`src/rtl/tsi_pkg.sv`:
```
// ----------------------------------------------------------------------------
// tsi_pkg: shared types and constants for the tabulated sample integrator
// Word layouts, controller/datapath command and status bundles, and widths.
// ----------------------------------------------------------------------------
package tsi_pkg;

    localparam int DEFAULT_MAX_POINTS = 65536;

    // Working width of the Simpson numerator, two's complement
    localparam int WIDE_W = 136;
    // Signed width of the narrow multiplier operand
    localparam int NARROW_W = 36;
    // Width of the Simpson denominator and the divider remainder
    localparam int DEN_W = 70;

    typedef enum logic [1:0] {
        MODE_LEFT    = 2'd0,
        MODE_RIGHT   = 2'd1,
        MODE_TRAP    = 2'd2,
        MODE_SIMPSON = 2'd3
    } mode_t;

    localparam mode_t RESET_MODE = MODE_TRAP;

    typedef enum logic [1:0] {
        STATUS_OK        = 2'd0,
        STATUS_ODD       = 2'd1,
        STATUS_ZERO_STEP = 2'd2
    } status_t;

    typedef enum logic [3:0] {
        ST_IDLE,
        ST_EVAL,
        ST_START,
        ST_MUL,
        ST_DIVSTART,
        ST_DIV,
        ST_SHIFT,
        ST_END
    } state_t;

    // Multiplier jobs; the Simpson jobs run in declaration order
    typedef enum logic [3:0] {
        OP_RECT,
        OP_P_T0,
        OP_T0,
        OP_P_T1,
        OP_T1,
        OP_P_T2,
        OP_T2,
        OP_NUM_S,
        OP_DEN
    } op_t;

    typedef struct packed {
        logic signed [31:0] x_value;
        logic signed [31:0] y_value;
        logic               last_point;
    } in_word_t;

    typedef struct packed {
        logic signed [63:0] integral;
        logic [1:0]         status;
    } out_word_t;

    typedef struct packed {
        logic  load;
        logic  mul_start;
        logic  mul_capture;
        logic  div_start;
        logic  div_capture;
        logic  set_zero_err;
        logic  shift;
        logic  emit;
        op_t   op;
    } cmd_t;

    typedef struct packed {
        logic  take;
        logic  has_prev;
        mode_t mode;
        logic  pair;
        logic  zero_step;
        logic  mul_done;
        logic  div_done;
        logic  last;
        logic  out_free;
    } sts_t;

endpackage

```
`src/rtl/tsi_ctrl.sv`:
```
// ----------------------------------------------------------------------------
// tsi_ctrl: integrator controller
// Sequences one point through multiplies, divide, table update and result.
// ----------------------------------------------------------------------------
module tsi_ctrl
    import tsi_pkg::*;
(
    input  logic clk,
    input  logic rst_n,
    input  logic in_valid,
    output logic in_stall,
    input  sts_t sts,
    output cmd_t cmd
);

    state_t state_reg, state_next;
    op_t    op_reg, op_next;

    always_ff @(posedge clk or negedge rst_n)
    begin
        if (!rst_n)
        begin
            state_reg <= ST_IDLE;
            op_reg    <= OP_RECT;
        end
        else
        begin
            state_reg <= state_next;
            op_reg    <= op_next;
        end
    end

    always_comb
    begin
        state_next = state_reg;
        op_next    = op_reg;
        case (state_reg)
            ST_IDLE:
            begin
                if (in_valid)
                    state_next = ST_EVAL;
            end
            ST_EVAL:
            begin
                if (!sts.take)
                    state_next = ST_END;
                else if (!sts.has_prev)
                    state_next = ST_SHIFT;
                else if (sts.mode != MODE_SIMPSON)
                begin
                    op_next    = OP_RECT;
                    state_next = ST_START;
                end
                else if (!sts.pair || sts.zero_step)
                    state_next = ST_SHIFT;
                else
                begin
                    op_next    = OP_P_T0;
                    state_next = ST_START;
                end
            end
            ST_START:
                state_next = ST_MUL;
            ST_MUL:
            begin
                if (sts.mul_done)
                begin
                    case (op_reg)
                        OP_RECT:  state_next = ST_SHIFT;
                        OP_DEN:   state_next = ST_DIVSTART;
                        OP_P_T0:  begin op_next = OP_T0;    state_next = ST_START; end
                        OP_T0:    begin op_next = OP_P_T1;  state_next = ST_START; end
                        OP_P_T1:  begin op_next = OP_T1;    state_next = ST_START; end
                        OP_T1:    begin op_next = OP_P_T2;  state_next = ST_START; end
                        OP_P_T2:  begin op_next = OP_T2;    state_next = ST_START; end
                        OP_T2:    begin op_next = OP_NUM_S; state_next = ST_START; end
                        OP_NUM_S: begin op_next = OP_DEN;   state_next = ST_START; end
                        default:  state_next = ST_SHIFT;
                    endcase
                end
            end
            ST_DIVSTART:
                state_next = ST_DIV;
            ST_DIV:
            begin
                if (sts.div_done)
                    state_next = ST_SHIFT;
            end
            ST_SHIFT:
                state_next = ST_END;
            ST_END:
            begin
                if (!sts.last || sts.out_free)
                    state_next = ST_IDLE;
            end
            default:
                state_next = ST_IDLE;
        endcase
    end

    always_comb
    begin
        in_stall         = (state_reg != ST_IDLE);
        cmd              = '0;
        cmd.op           = op_reg;
        cmd.load         = (state_reg == ST_IDLE) && in_valid;
        cmd.mul_start    = (state_reg == ST_START);
        cmd.mul_capture  = (state_reg == ST_MUL) && sts.mul_done;
        cmd.div_start    = (state_reg == ST_DIVSTART);
        cmd.div_capture  = (state_reg == ST_DIV) && sts.div_done;
        cmd.set_zero_err = (state_reg == ST_EVAL) && sts.take && sts.has_prev
                           && (sts.mode == MODE_SIMPSON) && sts.pair && sts.zero_step;
        cmd.shift        = (state_reg == ST_SHIFT);
        cmd.emit         = (state_reg == ST_END) && sts.last && sts.out_free;
    end

`ifndef ASSERT_OFF
    a_div_after_den: assert property (@(posedge clk) disable iff (!rst_n)
        (state_reg == ST_DIVSTART) |-> $past(op_reg) == OP_DEN)
        else $error("divide started before denominator was ready");

    a_emit_only_last: assert property (@(posedge clk) disable iff (!rst_n)
        cmd.emit |-> sts.last && sts.out_free)
        else $error("result issued without a free output slot");

    a_one_unit_start: assert property (@(posedge clk) disable iff (!rst_n)
        !(cmd.mul_start && cmd.div_start))
        else $error("two units started together");
`endif

endmodule
```
`config.mk`:
```
export PLATFORM = sky130hd
export DESIGN_NAME = tsi_ctrl
export DESIGN_NICKNAME = d
export VERILOG_FILES = /design/src/rtl/tsi_pkg.sv /design/src/rtl/tsi_ctrl.sv
export SDC_FILE = /design/constraint.sdc
export NUM_CORES = 1
export LEC_CHECK = 0
export BUFFER_PORTS_ARGS = -buffer_cell sky130_fd_sc_hd__buf_4
export CELL_PAD_IN_SITES_DETAIL_PLACEMENT = 1
export CELL_PAD_IN_SITES_GLOBAL_PLACEMENT = 2
export CORE_UTILIZATION = 23
export DETAILED_ROUTE_END_ITERATION = 7
export PLACE_DENSITY = 0.86
export SYNTH_ARGS = -nofsm -noshare
export SYNTH_HDL_FRONTEND = slang
export SYNTH_SLANG_ARGS = --single-unit
export TNS_END_PERCENT = 20
```
`constraint.sdc`:
```
create_clock -name clk -period 1.9 [get_ports clk]
set_input_delay 0.19 -clock clk [delete_from_list [all_inputs] [get_ports clk]]
set_output_delay 0.19 -clock clk [all_outputs]
set_load 0.05 [all_outputs]
```
==> summary.md, run 1 <==
| Metric | Value |
|---|---|
| Met3 WL post-DR | `60 µm` |
| Residual DRC | `0` |
| Slew Viols, Final | `0` |
| HPWL Detailed | `between 1000 and 1500 µm` |
| Post-route ant nets | `0` |
| Max_cap viols | `0` |
| Leakage power | `0.3936 nW` |
| Drt via density | `between 4 and 5` |
| Seq cells post-synth | `7` |
| CP Launch Type | `flop` |
| Placed cell count | `around 120` |
| DRT Wirelength | `1701 µm` |
| I/O Buffers | `25` |
| Placed Area | `approximately 800 µm²` |
| Total GRT Usage | `between 10% and 20%` |
| Req. time, crit path | `1.71 ns` |
| Largest net degree at the start of global routing | `16` |
| Max transition margin | `78.25%` |
| Post-route insts no fill | `~130` |
| CTS sink count | `7` |
| Clock transition at path regs | `roughly 0.060 ns` |
| H-tree Lvls | `1` |
| Endpoints failing hold | `0` |
| Max Fclk | `~0.55 GHz` |
| Register area | `176.4 µm²` |
| Largest register FFs | `4` |
| DR top layer | `met4` |
| Initial core utilization | `24.59%` |
| Syn avg cell area | `roughly 8.0 µm²` |
| DR pass1 iterations | `4` |
| Die Wd | `50.87 µm` |
| Yosys Warn Count | `0` |
| I/O pins | `26` |
| CTS root buf | `clkbuf_4` |
| CP Capture Type | `output port` |
| Hold crit path type | `input port to async pin` |
| Worst Max-Slew Pin Slew | `0.3256 ns` |
| Final Cycle Share | `96.39%` |
| Status | `complete, no violations` |
| Final nets | `about 110` |
| Critical path class | `flop to output port` |
| Multi-input gate area | `roughly 360 µm²` |
| Final Core Density | `37.25%` |
| Drt initial violations | `8` |
| Remaining Overflow, GRT | `0` |
| Initial antenna violation count | `0` |
| Routed length per instance | `13.39 µm` |
| Layout fillers | `303` |
| Pwr dens | `1723 nW/µm²` |
| First-pass GRT wire length | `2794 µm` |
| Vias in the first global route | `599` |
| Cell count after synthesis | `slightly below 70` |
| Num rows | `17` |
| CTS tree | `built` |
| Setup TNS | `0 ns` |
| Post-Route Skew | `0.01022 ns` |
| Setup Viol. Count Final | `0` |
| Layout area overhead | `51.48%` |
| Die Area | `2588 µm²` |
| Clk buf depth | `2` |
| Final Power | `1.434 mW` |
| Via count | `619` |
| Cell variety after synth | `29` |
| Crit path DAT | `1.64 ns` |
| Sequential share of the synthesized area | `31.89%` |
| RSZ-0062 raised after global routing | `no` |
| Min Clock Period, post-route | `1.831 ns` |
| Core area | `2233 µm²` |
| Die Y | `just over 50 µm` |
| Metal-1 WL | `864 µm` |
| Clock latency on the worst-skew pair | `0.26 ns` |
| Layout cells sized above 1 | `41.41%` |
| GP Congestion | `0.7671` |
| Synth Cell Area | `between 500 and 600 µm²` |
| Mapped Nets | `82` |
| N_diodes | `0` |
| DR WL met2 | `around 770 µm` |
| Peak VDD IR | `708.9 µV` |
| CTS Buf Count | `3` |
| Critical path fanouts, max | `10` |
| Post-route cell area | `832.0 µm²` |
==> cells in the mapped netlist <==
cell,number,share of area [%]
a31oi_1,1,1.1
or2b_2,1,1.6
or3_1,1,1.1
dfrtp_1,7,32
clkbuf_1,3,2.0
a221o_1,1,1.8
a21oi_1,3,2.7
and2_1,1,1.1
nand2_1,6,4.1
nand3_1,3,2.7
a41o_2,1,2.0
o21ai_0,5,4.6
nor3_1,1,0.91
and3_1,1,1.1
or3_4,1,2.0
inv_1,5,3.4
nor3_2,1,1.8
o311a_1,1,1.8
nor3b_1,2,2.7
nand3b_1,4,5.5
a211oi_1,1,1.4
a22oi_2,1,2.3
mux2_2,1,2.0
nor4_1,1,1.1
nor2b_1,2,2.3
nor2_1,9,6.1
a21oi_2,1,1.6
mux2i_1,3,5.5
o21bai_1,1,1.4
==> worst paths after layout <==
check / start / depth (start not counted) / to / slack, ns
max: state_reg[0] / 3 / cmd[6] / 0.07
min: rst_n / 2 / state_reg[2] / 0.27
max reg2reg: op_reg[0] / 4 / op_reg[0] / 0.33
min reg2reg: op_reg[2] / 1 / op_reg[2] / 0.62
max in group asynchronous: rst_n / 2 / op_reg[2] / 1.49
min in group clk: sts[2] / 3 / state_reg[1] / 0.27
==> power breakdown <==
part	internal, mW	leakage (nW)	switching, mW	total, mW
Clock	0.0808	0.0150	0.0650	0.146
Sequential	0.217	0.0812	0.122	0.339
Combinational	0.355	0.297	0.594	0.949
Total	0.654	0.394	0.780	1.43
==> cell families after synthesis <==
group,Yosys count,share of synthesized area [%]
multiplexers,4,7.517
AO/OA/AOI/OAI,16,20.73
AND/OR/NAND/NOR,34,34.40
flip-flops,7,31.89
buffers and inverters,8,5.467
==> metal layers <==
| layer | vias to the layer above | global-route usage [%] |
|---|---|---|
| met5 | - | 0 |
| met4 | 0 | 6.944 |
| met2 | 11 | 20.00 |
| li1 | 305 | - |
| met3 | 2 | 2.679 |
| met1 | 301 | 21.82 |
==> layout make-up <==
| type | instances | area share (%) |
|---|---|---|
| flip-flops and latches | 7 | 21.20 |
| repair buffers | 29 | 26.47 |
| multi-input cells | 54 | 42.71 |
| inverters | 5 | 2.256 |
| clock buffers | 4 | 3.158 |
| well taps | 28 | 4.211 |
==> timing repair <==
item / in CTS / in global routing
hold buffers: 1 / 0
endpoints found under the setup margin: 0 / 1
gates resized for setup: 0 / 1
setup buffers: 0 / 0
endpoints found under the hold margin: 7 / 0
==> critical path, stage by stage, from the launching register on <==
cell	delay, ns
dfrtp_1	0.52
or2b_2	0.37
nor4_2	0.25
buf_4	0.23
==> through the flow <==
step,setup slack (ns),hold WS (ns)
floorplan,-0.1611,-0.1056
global placement,0.3415,0.008216
detailed placement,0.3169,0.01381
CTS,0.03839,0.2678
global route,0.01850,0.2723
finish,0.06856,0.2700
==> cell usage in the layout, fill, tap and decap left out, types with 2 or more instances in the layout <==
| master | synthesis | layout |
|---|---|---|
| clkbuf_4 | 0 | 3 |
| nor2b_1 | 2 | 2 |
| mux2i_1 | 3 | 3 |
| nand3b_1 | 4 | 4 |
| nand3_1 | 3 | 3 |
| dfrtp_1 | 7 | 6 |
| a21oi_1 | 3 | 3 |
| o21ai_0 | 5 | 5 |
| nand2_1 | 6 | 6 |
| inv_1 | 5 | 5 |
| nor2_1 | 9 | 9 |
| buf_4 | 0 | 28 |
No activity file was read; power rests on OpenSTA's default activity.
==> inputs of run 2 (changes only) <==
CTS_BUF_LIST = sky130_fd_sc_hd__clkbuf_16   (was default)
==> summary.md, run 2 (synthesis gave the netlist of run 1 again) <==
| Metric | Value |
|---|---|
| Layout cells sized above 1 | `40.40%` |
| Post-route insts no fill | `about 130` |
| Max_cap viols | `0` |
| Routed length per instance | `13.65 µm` |
| Die Wd | `50.87 µm` |
| Multi-input gate area | `355.3 µm²` |
| CTS Buf Count | `3` |
| Pwr dens | `1868 nW/µm²` |
| Slew Viols, Final | `0` |
| Clock latency on the worst-skew pair | `0.23 ns` |
| Clk buf depth | `2` |
| Hold crit path type | `input port to flop` |
| Largest net degree at the start of global routing | `16` |
| Largest register FFs | `4` |
| Power share of the sequential group | `20.2%` |
| Residual DRC | `0` |
| Core area | `between 2000 and 2500 µm²` |
| DR pass1 iterations | `4` |
| Min Clock Period, post-route | `1.807 ns` |
| Switching share of power | `48.70%` |
| First-pass GRT wire length | `2829 µm` |
| Worst Reg-to-Reg Cells | `4` |
| Initial antenna violation count | `0` |
| Drt initial violations | `10` |
| Crit-path max cell delay | `0.50 ns` |
| CTS tree | `built` |
| Via count | `633` |
| CTS root buf | `clkbuf_16` |
| Status | `complete, no violations` |
| CP max-delay cell | `dfrtp_1` |
| Most frequent cells in the layout | `buf_4, nor2_1, dfrtp_1, inv_1, nand2_1` |
| Remaining Overflow, GRT | `0` |
| CP bufs+invs | `1` |
| Setup WS pre-CTS | `0.3169 ns` |
| Psw | `0.8034 mW` |
| Clock transition at path regs | `0.04 ns` |
| Die Y | `50.87 µm` |
| Drt via density | `4.984` |
| Vias in the first global route | `614` |
| Delay-heaviest family, CP | `simple AND/OR/NAND/NOR gates` |
| DR top layer | `met4` |
| Critical path class | `flop to output port` |
| CP Launch Type | `flop` |
| Req. time, crit path | `1.71 ns` |
| FF-to-FF End | `op_reg[0]` |
| Clock network fraction of total power | `21.8%` |
| Worst Max-Slew Pin Slew | `0.3751 ns` |
| Placed cell count | `122` |
| Slack of the critical path | `0.09296 ns` |
| Hold_sp | `sts[2]` |
| Layout area overhead | `60.82%` |
| Worst Hold Depth | `3` |
| Max Fclk | `0.5534 GHz` |
| Internal | `0.8463 mW` |
| Post-Route Skew | `0.002232 ns` |
| Max transition margin | `between 70% and 80%` |
| Crit path DAT | `1.62 ns` |
| N_diodes | `0` |
| H-tree Lvls | `1` |
| RR Startpoint | `op_reg[2]` |
| CTS sink count | `7` |
| GP Congestion | `0.7671` |
| I/O Buffers | `25` |
| Part of the power in combinational logic | `between 50% and 60%` |
| Layout fillers | `289` |
| Worst path cell trace | `or2b_2 > nor4_2 > buf_4` |
| Endpoints failing hold | `0` |
| RSZ-0062 raised after global routing | `no` |
| DRT Wirelength | `between 1500 and 2000 µm` |
| Metal-1 WL | `776 µm` |
| Die Area | `2588 µm²` |
| Post-cts sizing count | `0` |
| DR WL met2 | `around 830 µm` |
| Critical path fanouts, max | `15` |
| CP Capture Type | `output port` |
| Leakage power | `0.4223 nW` |
| Initial core utilization | `approximately a quarter` |
| Worst Hold End | `state_reg[1]` |
| R2R setup slack | `0.31 ns` |
| Final Cycle Share | `95.11%` |
| Number of setup buffers added after CTS | `0` |
| I/O pins | `26` |
| Peak VDD IR | `692.6 µV` |
| Setup Viol. Count Final | `0` |
| Post-route ant nets | `0` |
| Most common cell after layout, fill and taps aside | `buf_4` |
| Num rows | `17` |
| HPWL Detailed | `1244 µm` |
| Met3 WL post-DR | `approximately 100 µm` |
| Total GRT Usage | `15.43%` |
| Register area | `~180 µm²` |
| Final nets | `roughly 110` |
==> run 2: worst max path at each step <==
stage / cells past startpoint / start / slack (ns) / end
floorplan: 2 / state_reg[1] / -0.16 / cmd[10]
global placement: 3 / state_reg[2] / 0.34 / cmd[6]
detailed placement: 3 / state_reg[2] / 0.32 / cmd[6]
CTS: 3 / state_reg[2] / 0.08 / cmd[6]
global route: 3 / state_reg[2] / 0.03 / cmd[6]
finish: 3 / state_reg[2] / 0.09 / cmd[6]
==> run 2: repair_timing <==
| item | 4_1_cts | 5_1_grt |
|---|---|---|
| hold endpoints to repair | 7 | 0 |
| hold buffers | 1 | 0 |
| setup endpoints to repair | 0 | 0 |
==> run 2: power by group through the flow <==
stage	Sequential [mW]	Clock (mW)	Combinational (mW)
floorplan	0.418	0	0.566
global placement	0.328	0	0.938
detailed placement	0.335	0	0.938
CTS	0.333	0.364	0.959
global route	0.346	0.377	1.02
finish	0.334	0.359	0.956
==> run 2: worst min-delay path, stage by stage <==
cell and delay, ns:
buf_4 0.09, o21ai_0 0.07, a21oi_1 0.14
==> run 2: layout make-up <==
type	instances	share of cell area, %
Tap cell	28	3.966
Inverter	5	2.125
Multi-Input combinational cell	54	40.23
Clock buffer	3	8.499
Clock inverter	1	0.4249
Timing Repair Buffer	29	24.93
Sequential cell	7	19.83
==> run 2: metrics by stage <==
stage	hold slack (ns)	setup TNS [ns]	total power, mW	cell area [µm²]	util (%)
final	0.3019	0	1.650	883.3	39.55
after global routing	0.3175	0	1.740	883.3	39.55
after CTS	0.2999	0	1.655	883.3	39.55
after detailed placement	0.01381	0	1.273	794.5	35.57
after global placement	0.008216	0	1.266	794.5	35.57
after floorplan	-0.1056	-0.4136	0.9834	560.5	-
==> run 2: metal layers <==
layer | vias to the layer above | global-route usage (%)
li1 | 309 | -
met1 | 303 | 20.91
met2 | 16 | 21.78
met3 | 5 | 6.250
met4 | 0 | 5.556
met5 | - | 0
